===== src/rte_pkg.sv =====
// Package: types, constants and codes shared by the relay task executor.
`default_nettype none
package rte_pkg;

  localparam int unsigned NumChunks         = 16;
  localparam int unsigned ChunkPayloadBytes = 512;
  localparam int unsigned CfgIdxW           = 2;
  localparam int unsigned CfgDataW          = 32;
  localparam int unsigned FifoDepth         = 4;
  localparam int unsigned FifoPtrW          = 2;

  // Configuration register indexes.
  localparam logic [CfgIdxW-1:0] CfgDeadline  = 2'd0;
  localparam logic [CfgIdxW-1:0] CfgAuthDelay = 2'd1;
  localparam logic [CfgIdxW-1:0] CfgWorkDelay = 2'd2;

  // Message kind words.
  localparam logic [31:0] KindRequest = 32'd1;
  localparam logic [31:0] KindData    = 32'd3;
  localparam logic [31:0] KindReject  = 32'd5;

  // Required lengths.
  localparam logic [15:0] LenRequest = 16'd256;
  localparam logic [15:0] LenData    = 16'(32 + ChunkPayloadBytes);
  localparam logic [15:0] LenOther   = 16'd64;

  typedef enum logic [1:0] {
    ReplyPermit  = 2'd0,
    ReplyReceipt = 2'd1,
    ReplyReject  = 2'd2
  } reply_kind_e;

  typedef struct packed {
    logic        action;
    logic        from_peer;
    logic [15:0] msg_length;
    logic [31:0] msg_kind;
    logic [31:0] msg_token;
    logic [31:0] msg_task;
    logic [31:0] msg_subject;
    logic [31:0] msg_audience;
    logic [31:0] msg_expires_ms;
    logic [31:0] msg_chunk;
    logic [31:0] msg_chunk_count;
  } in_item_t;

  typedef struct packed {
    logic [1:0]  reply_kind;
    logic [31:0] reply_token;
    logic [31:0] reply_task;
    logic [31:0] reply_subject;
    logic [31:0] reply_audience;
    logic [31:0] reply_expires_ms;
    logic [31:0] reply_chunk;
    logic [31:0] reply_chunk_count;
    logic        delivered;
  } out_item_t;

  // Classified item passed from the front to the back part.
  typedef struct packed {
    logic     is_tick;
    logic     is_req;
    logic     is_data;
    logic     chunk_ok;
    logic     req_words_ok;
    in_item_t item;
  } cls_item_t;

endpackage
`default_nettype wire


===== src/rte_front.sv =====
// Front part: checks and classifies each input transfer, queues it for the back part.
`default_nettype none
module rte_front (
  input  wire logic              clk_i,
  input  wire logic              rst_ni,
  input  wire logic              push_i,
  output logic                   full_o,
  input  wire rte_pkg::in_item_t item_i,
  output logic                   cls_valid_o,
  input  wire logic              cls_take_i,
  output rte_pkg::cls_item_t     cls_o
);

  rte_pkg::cls_item_t           mem_q [rte_pkg::FifoDepth];
  logic [rte_pkg::FifoPtrW-1:0] wr_q, rd_q;
  logic [rte_pkg::FifoPtrW:0]   cnt_q;
  rte_pkg::cls_item_t           cls_d;
  logic                         wr_en, rd_en, len_ok, kind_ok;

  // Message screening: source, kind range, length and chunk count.
  always_comb begin
    kind_ok = (item_i.msg_kind >= rte_pkg::KindRequest) &&
              (item_i.msg_kind <= rte_pkg::KindReject);
    if (item_i.msg_kind == rte_pkg::KindData) begin
      len_ok = item_i.msg_length == rte_pkg::LenData;
    end else if (item_i.msg_kind == rte_pkg::KindRequest) begin
      len_ok = item_i.msg_length == rte_pkg::LenRequest;
    end else begin
      len_ok = item_i.msg_length == rte_pkg::LenOther;
    end
    cls_d              = '0;
    cls_d.item         = item_i;
    cls_d.is_tick      = !item_i.action;
    cls_d.is_req       = item_i.action && item_i.from_peer && kind_ok && len_ok &&
                         item_i.msg_chunk_count == 32'(rte_pkg::NumChunks) &&
                         item_i.msg_kind == rte_pkg::KindRequest;
    cls_d.is_data      = item_i.action && item_i.from_peer && kind_ok && len_ok &&
                         item_i.msg_chunk_count == 32'(rte_pkg::NumChunks) &&
                         item_i.msg_kind == rte_pkg::KindData;
    cls_d.chunk_ok     = item_i.msg_chunk < 32'(rte_pkg::NumChunks);
    cls_d.req_words_ok = item_i.msg_token == 32'd1 && item_i.msg_subject == 32'd1 &&
                         item_i.msg_audience == 32'd1;
  end

  assign full_o      = cnt_q == (rte_pkg::FifoPtrW+1)'(rte_pkg::FifoDepth);
  assign wr_en       = push_i && !full_o;
  assign cls_valid_o = cnt_q != '0;
  assign rd_en       = cls_take_i && cls_valid_o;
  assign cls_o       = mem_q[rd_q];

  // Queue storage.
  always_ff @(posedge clk_i) begin
    if (wr_en) begin
      mem_q[wr_q] <= cls_d;
    end
  end

  // Queue pointers.
  always_ff @(posedge clk_i or negedge rst_ni) begin
    if (!rst_ni) begin
      wr_q  <= '0;
      rd_q  <= '0;
      cnt_q <= '0;
    end else begin
      if (wr_en) wr_q <= wr_q + 1'b1;
      if (rd_en) rd_q <= rd_q + 1'b1;
      cnt_q <= cnt_q + (rte_pkg::FifoPtrW+1)'(wr_en) - (rte_pkg::FifoPtrW+1)'(rd_en);
    end
  end

`ifndef SYNTH
  a_no_overflow: assert property (@(posedge clk_i) disable iff (!rst_ni)
    cnt_q <= (rte_pkg::FifoPtrW+1)'(rte_pkg::FifoDepth)) else $error("queue overflow");
  a_count_step: assert property (@(posedge clk_i) disable iff (!rst_ni)
    wr_en && !rd_en |=> cnt_q == $past(cnt_q) + 1'b1) else $error("count step");
  a_tick_class: assert property (@(posedge clk_i) disable iff (!rst_ni)
    cls_valid_o |-> !(cls_o.is_tick && (cls_o.is_req || cls_o.is_data)))
    else $error("class overlap");
`endif

endmodule
`default_nettype wire


===== src/rte_back.sv =====
// Back part: task state, timers and reply register.
`default_nettype none
module rte_back (
  input  wire logic                            clk_i,
  input  wire logic                            rst_ni,
  input  wire logic                            cfg_we_i,
  input  wire logic [rte_pkg::CfgIdxW-1:0]     cfg_idx_i,
  input  wire logic [rte_pkg::CfgDataW-1:0]    cfg_data_i,
  input  wire logic                            cls_valid_i,
  output logic                                 cls_take_o,
  input  wire rte_pkg::cls_item_t              cls_i,
  output logic                                 empty_o,
  input  wire logic                            pop_i,
  output rte_pkg::out_item_t                   reply_o
);

  logic [31:0] deadline_q, now_q, due_q, now_d, due_d;
  logic [15:0] auth_dly_q, work_dly_q;
  logic        adm_q, auth_q, proc_q, done_q, apend_q, wpend_q;
  logic        adm_d, auth_d, proc_d, done_d, apend_d, wpend_d;
  logic [rte_pkg::NumChunks-1:0] seen_q, seen_d;
  logic [31:0] b_tok_q, b_task_q, b_sub_q, b_aud_q, b_exp_q, b_chk_q, b_cnt_q;
  logic        bind_en;
  logic        out_v_q;
  rte_pkg::out_item_t out_q, res;
  logic        res_v, go, same, live;
  logic [32:0] sum;
  rte_pkg::in_item_t it;

  assign it         = cls_i.item;
  assign go         = cls_valid_i && (!out_v_q || pop_i);
  assign cls_take_o = go;
  assign empty_o    = !out_v_q;
  assign reply_o    = out_q;

  // One step of the exchange.
  always_comb begin
    now_d = now_q; due_d = due_q;
    adm_d = adm_q; auth_d = auth_q; proc_d = proc_q; done_d = done_q;
    apend_d = apend_q; wpend_d = wpend_q; seen_d = seen_q;
    bind_en = 1'b0; res_v = 1'b0; res = '0; sum = '0;
    same = it.msg_token == b_tok_q && it.msg_task == b_task_q &&
           it.msg_subject == b_sub_q && it.msg_audience == b_aud_q &&
           it.msg_expires_ms == b_exp_q && it.msg_chunk_count == b_cnt_q;
    live = now_q < deadline_q;
    res.reply_token = b_tok_q; res.reply_task = b_task_q; res.reply_subject = b_sub_q;
    res.reply_audience = b_aud_q; res.reply_expires_ms = b_exp_q;
    res.reply_chunk = b_chk_q; res.reply_chunk_count = b_cnt_q;
    if (cls_i.is_tick) begin
      if (now_q != '1) now_d = now_q + 32'd1;
    end else if (cls_i.is_req && live) begin
      if (!cls_i.req_words_ok || (adm_q && !same) || (!adm_q && now_q >= it.msg_expires_ms))
      begin
        res_v = 1'b1;
        res.reply_kind = rte_pkg::ReplyReject;
        res.reply_token = it.msg_token; res.reply_task = it.msg_task;
        res.reply_subject = it.msg_subject; res.reply_audience = it.msg_audience;
        res.reply_expires_ms = it.msg_expires_ms; res.reply_chunk = it.msg_chunk;
        res.reply_chunk_count = it.msg_chunk_count;
      end else if (done_q) begin
        res_v = 1'b1; res.reply_kind = rte_pkg::ReplyReceipt;
      end else if (auth_q) begin
        res_v = 1'b1; res.reply_kind = rte_pkg::ReplyPermit;
      end else if (!adm_q) begin
        bind_en = 1'b1; adm_d = 1'b1; apend_d = 1'b1;
        sum = {1'b0, now_q} + {17'd0, auth_dly_q};
        due_d = sum[32] ? '1 : sum[31:0];
        res.reply_token = it.msg_token; res.reply_task = it.msg_task;
        res.reply_subject = it.msg_subject; res.reply_audience = it.msg_audience;
        res.reply_expires_ms = it.msg_expires_ms; res.reply_chunk = it.msg_chunk;
        res.reply_chunk_count = it.msg_chunk_count;
      end
    end else if (cls_i.is_data && live && auth_q && same && cls_i.chunk_ok && !proc_q) begin
      seen_d = seen_q | (rte_pkg::NumChunks'(1) << it.msg_chunk[5:0]);
      if (&seen_d) begin
        proc_d = 1'b1; wpend_d = 1'b1;
        sum = {1'b0, now_q} + {17'd0, work_dly_q};
        due_d = sum[32] ? '1 : sum[31:0];
      end
    end
    // Due event, evaluated after the step's own update.
    if (!res_v && apend_d && now_d >= due_d) begin
      apend_d = 1'b0; res_v = 1'b1;
      if (now_d >= deadline_q || now_d >= res.reply_expires_ms) begin
        res.reply_kind = rte_pkg::ReplyReject;
      end else begin
        auth_d = 1'b1; res.reply_kind = rte_pkg::ReplyPermit;
      end
    end else if (!res_v && wpend_d && now_d >= due_d) begin
      wpend_d = 1'b0;
      if (now_d < deadline_q) begin
        done_d = 1'b1; res_v = 1'b1;
        res.reply_kind = rte_pkg::ReplyReceipt; res.delivered = 1'b1;
      end
    end
  end

  // Bound task words and reply payload.
  always_ff @(posedge clk_i) begin
    if (go && bind_en) begin
      b_tok_q <= it.msg_token; b_task_q <= it.msg_task; b_sub_q <= it.msg_subject;
      b_aud_q <= it.msg_audience; b_exp_q <= it.msg_expires_ms;
      b_chk_q <= it.msg_chunk; b_cnt_q <= it.msg_chunk_count;
    end
    if (go && res_v) out_q <= res;
  end

  // Control state and configuration.
  always_ff @(posedge clk_i or negedge rst_ni) begin
    if (!rst_ni) begin
      deadline_q <= 32'd19000; auth_dly_q <= 16'd1; work_dly_q <= 16'd5;
      now_q <= '0; due_q <= '0; seen_q <= '0;
      adm_q <= 1'b0; auth_q <= 1'b0; proc_q <= 1'b0; done_q <= 1'b0;
      apend_q <= 1'b0; wpend_q <= 1'b0; out_v_q <= 1'b0;
    end else begin
      if (cfg_we_i) begin
        case (cfg_idx_i)
          rte_pkg::CfgDeadline:  deadline_q <= cfg_data_i;
          rte_pkg::CfgAuthDelay: auth_dly_q <= cfg_data_i[15:0];
          rte_pkg::CfgWorkDelay: work_dly_q <= cfg_data_i[15:0];
          default: ;
        endcase
      end
      if (go) begin
        now_q <= now_d; due_q <= due_d; seen_q <= seen_d;
        adm_q <= adm_d; auth_q <= auth_d; proc_q <= proc_d; done_q <= done_d;
        apend_q <= apend_d; wpend_q <= wpend_d;
      end
      if (go) out_v_q <= res_v;
      else if (pop_i) out_v_q <= 1'b0;
    end
  end

`ifndef SYNTH
  a_pend_excl: assert property (@(posedge clk_i) disable iff (!rst_ni)
    !(apend_q && wpend_q)) else $error("both events pending");
  a_auth_adm: assert property (@(posedge clk_i) disable iff (!rst_ni)
    auth_q |-> adm_q) else $error("authorized without admission");
  a_done_proc: assert property (@(posedge clk_i) disable iff (!rst_ni)
    done_q |-> proc_q) else $error("done without processing");
  a_clock_mono: assert property (@(posedge clk_i) disable iff (!rst_ni)
    now_q >= $past(now_q) || $past(!rst_ni)) else $error("clock went back");
`endif

endmodule
`default_nettype wire


===== src/relay_task_executor.sv =====
// Top level: relay task executor, front screening queue and back state machine.
//   channel  | direction | handshake          | payload
//   input    | in        | push_i / full_o    | item_i  (rte_pkg::in_item_t)
//   result   | out       | empty_o / pop_i    | reply_o (rte_pkg::out_item_t)
//   config   | in        | cfg_we_i           | cfg_idx_i, cfg_data_i
// One item per cycle sustained while the result side does not stall; the back part handles each item as it takes it.
// An input is first written into the queue, then its result is registered in the reply register.
// A four-entry queue between front and back absorbs result-side stalls.
// Reset is asynchronous and clears all control state and timers.
`default_nettype none
module relay_task_executor (
  input  wire logic                          clk_i,
  input  wire logic                          rst_ni,
  input  wire logic                          push_i,
  output logic                               full_o,
  input  wire rte_pkg::in_item_t             item_i,
  output logic                               empty_o,
  input  wire logic                          pop_i,
  output rte_pkg::out_item_t                 reply_o,
  input  wire logic                          cfg_we_i,
  input  wire logic [rte_pkg::CfgIdxW-1:0]   cfg_idx_i,
  input  wire logic [rte_pkg::CfgDataW-1:0]  cfg_data_i
);

  logic               cls_valid, cls_take;
  rte_pkg::cls_item_t cls;

  rte_front u_front (
    .clk_i, .rst_ni, .push_i, .full_o, .item_i,
    .cls_valid_o(cls_valid), .cls_take_i(cls_take), .cls_o(cls)
  );

  rte_back u_back (
    .clk_i, .rst_ni, .cfg_we_i, .cfg_idx_i, .cfg_data_i,
    .cls_valid_i(cls_valid), .cls_take_o(cls_take), .cls_i(cls),
    .empty_o, .pop_i, .reply_o
  );

endmodule
`default_nettype wire

===== config.mk =====
export PLATFORM = sky130hd
export DESIGN_NAME = relay_task_executor
export DESIGN_NICKNAME = d
export VERILOG_FILES = /design/src/rte_pkg.sv /design/src/rte_front.sv /design/src/rte_back.sv /design/src/relay_task_executor.sv
export SDC_FILE = /design/constraint.sdc
export NUM_CORES = 2
export LEC_CHECK = 0
export BUFFER_PORTS_ARGS = -buffer_cell sky130_fd_sc_hd__clkbuf_2
export CAP_MARGIN = 20
export CORE_MARGIN = 2
export CORE_UTILIZATION = 55
export DETAILED_ROUTE_END_ITERATION = 10
export PLACE_DENSITY_LB_ADDON = 0.05
export SETUP_SLACK_MARGIN = 0.1
export SYNTH_ARGS = -nofsm -noshare
export SYNTH_HDL_FRONTEND = slang
export SYNTH_HIERARCHICAL = 1
export SYNTH_SLANG_ARGS = --single-unit
export TNS_END_PERCENT = 50

===== constraint.sdc =====
create_clock -name clk_i -period 19.3 [get_ports clk_i]
set_input_delay 1.93 -clock clk_i [delete_from_list [all_inputs] [get_ports clk_i]]
set_output_delay 1.93 -clock clk_i [all_outputs]
set_load 0.005 [all_outputs]

==> out/metrics.csv <==
metric;value;unit
post-route ant nets;0;
pwr/cell area;158.5;mW/mm^2
layout cells sized above 1;0.2825;
PostCTS Resize Cnt;0;
Global Route Usage Sum;0.3163;
clock transition at the registers of the reported paths;60;ps
RePlAce Congestion;0.9812;
hold path depth;1;
Hold Path Class;reg -> reg;
RSZ-0062 raised after global routing;false;
run status;completed;
vias per cell;6.184;
setup slack, reg-to-reg;8270;ps
Hold Fails Final Rpt;0;
Area Growth Syn to Fin;14.81;%
Slew HR;0.1360;
quantity of I/O buffers inserted on ports;541;
die area;0.1226;sq mm
postcts setup bufs;0;
row count;126;
worst-margin pin slew;1296;ps
fin crit period;11030;ps
clk root buf;clkbuf_16;
Critical Path Sink Type;register;
Yosys warnings;6;
Max Clock Skew;28.87;ps
clk sinks;1525;
Max Slew Vio Count;0;
CTS max path bufs;3;
final hold slack;479.3;ps
setup tns final;0;ps
H-tree depth;4;
CTS tree;yes;
cell area after synthesis;0.06589;sq mm
vias;39040;
drt initial violations;4794;
first-pass GRT wire length;273.9;mm
# setup viols final;0;
initial antenna violation count;34;
IO Pins;542;
Leak Pwr;27.55;nW
DRT Wirelength;193.6;mm
Crit Path Max Fanout;111;
max-cap violation count;0;
nets@finish;5078;
Die Wd;350.1;microns
critical path class;reg -> reg;
Setup WS pre-CTS;8380;ps
vias in the first global route;38070;
hold_buf cts;0;
CTS Buf Count;159;
Critical Path AT;11420;ps
worst vdd ir;0.1620;mV
largest net degree at the start of global routing;149;
syn nets;4465;
Post-Syn Instances;3951;
Starting Density;0.5566;
critical path required time;19690;ps
clock latency on the worst-skew pair;800;ps
Worst Setup Slack, final;8266;ps
first drt pass iteration count;6;
R2R cell count;26;
total grt overflow;0;
core footprint;0.1184;sq mm
Die Ht;350.1;microns
Residual DRC;0;
Setup crit start kind;register;
post-DR wirelength/cell;30.66;microns
Post-Syn Area per Cell;16.68;sq um
fmax;0.09063;GHz
hpwl dp;135.6;mm
post-route clock period utilization;0.5717;
-- metrics by stage --
step                      utilization  instances  instance area (sq um)  power (W)
after detailed placement       0.5959       6003                  70560   0.009057
final                          0.6390       6313                  75650    0.01199
after global routing           0.6388       6304                  75630    0.01247
after global placement         0.5958       6001                  70550   0.009037
after floorplan                     -       3951                  65890   0.007511
after CTS                      0.6386       6293                  75600    0.01206
-- state kept, by name (all words and copies together) (netlist names), 16 cells and up --
register and cells:
u_back/auth_dly_q 16, u_back/b_task_q 32, u_back/b_cnt_q 32, u_back/due_q 32
u_back/b_sub_q 32, u_back/b_exp_q 32, u_front/mem_q 916, u_back/b_tok_q 32
u_back/now_q 32, u_back/deadline_q 32, u_back/work_dly_q 16, u_back/reply_o 227
u_back/b_aud_q 32, u_back/b_chk_q 32, u_back/seen_q 16
-- routing by layer --
metal  up-vias  share of wire  track usage
li1      16870              -            -
met1     20060           0.41       0.4478
met2      1849           0.48       0.5000
met3       256          0.081      0.05567
met4         6          0.032       0.1093
met5         -        0.00022            0
-- worst paths after layout --
path | to | from
setup / recovery | u_back/reply_o[40] | u_front/rd_q[1]
hold / removal | u_back/seen_q[0] | u_back/seen_q[0]
setup reg to reg | u_back/reply_o[40] | u_front/rd_q[1]
hold reg to reg | u_back/seen_q[0] | u_back/seen_q[0]
max in group asynchronous | u_front/rd_q[0] | rst_ni
min in group asynchronous | u_back/deadline_q[25] | rst_ni
-- report_power, final --
part / internal (W) / switching, W / total, W / leakage, nW
clock network: 0.00169 / 0.00130 / 0.00299 / 2.46
registers: 0.00463 / 0.000332 / 0.00497 / 14.5
logic: 0.00151 / 0.00253 / 0.00403 / 10.6
total: 0.00784 / 0.00415 / 0.0120 / 27.5
-- critical path: stages (launching register included) --
cell	delay, ps
dfrtp_4	830
buf_12	500
buf_4	670
buf_4	720
mux4_2	440
xnor2_1	250
nand4_1	170
nor4_1	820
nand4_1	290
or3_1	550
or4b_4	700
nand2b_1	260
o31a_1	330
o21a_1	110
ha_1	260
nand2b_1	140
a21o_1	180
a21oi_1	140
o21ai_0	100
a21o_1	190
a2111oi_0	630
o21ai_0	220
a211o_1	350
a31oi_1	290
nor2_4	50
buf_4	350
buf_4	540
-- cells in the final DEF, fill, tap and decap left out, types with 14 or more instances in the layout --
cell,n
nand2b_1,20
clkinv_1,28
nand3_1,43
clkbuf_2,540
clkinv_2,26
o21a_1,17
xor2_1,113
nor3_1,32
inv_1,155
xnor2_1,151
dfrtp_1,147
o21bai_1,14
ha_1,198
a21oi_1,115
nand4_1,87
clkbuf_16,160
nor4_1,66
nand2_1,168
mux2_2,232
a211oi_1,29
diode_2,20
buf_4,43
a21o_1,58
o22ai_1,26
nor2_1,131
nor2b_1,16
o21ai_0,125
clkbuf_1,44
edfxtp_1,1367
mux4_2,229
-- cell type report --
type | count | area (sq um)
flip-flops and latches | 1525 | 45020
fillers | 8529 | 42740
multi-input cells | 2130 | 19760
clock buffers | 209 | 4238
repair buffers | 593 | 3187
well taps | 1600 | 2002
clock inverters | 81 | 810.8
inverters | 155 | 581.8
diodes | 20 | 50.05
Note: power is estimated with default switching activity, not from simulation.
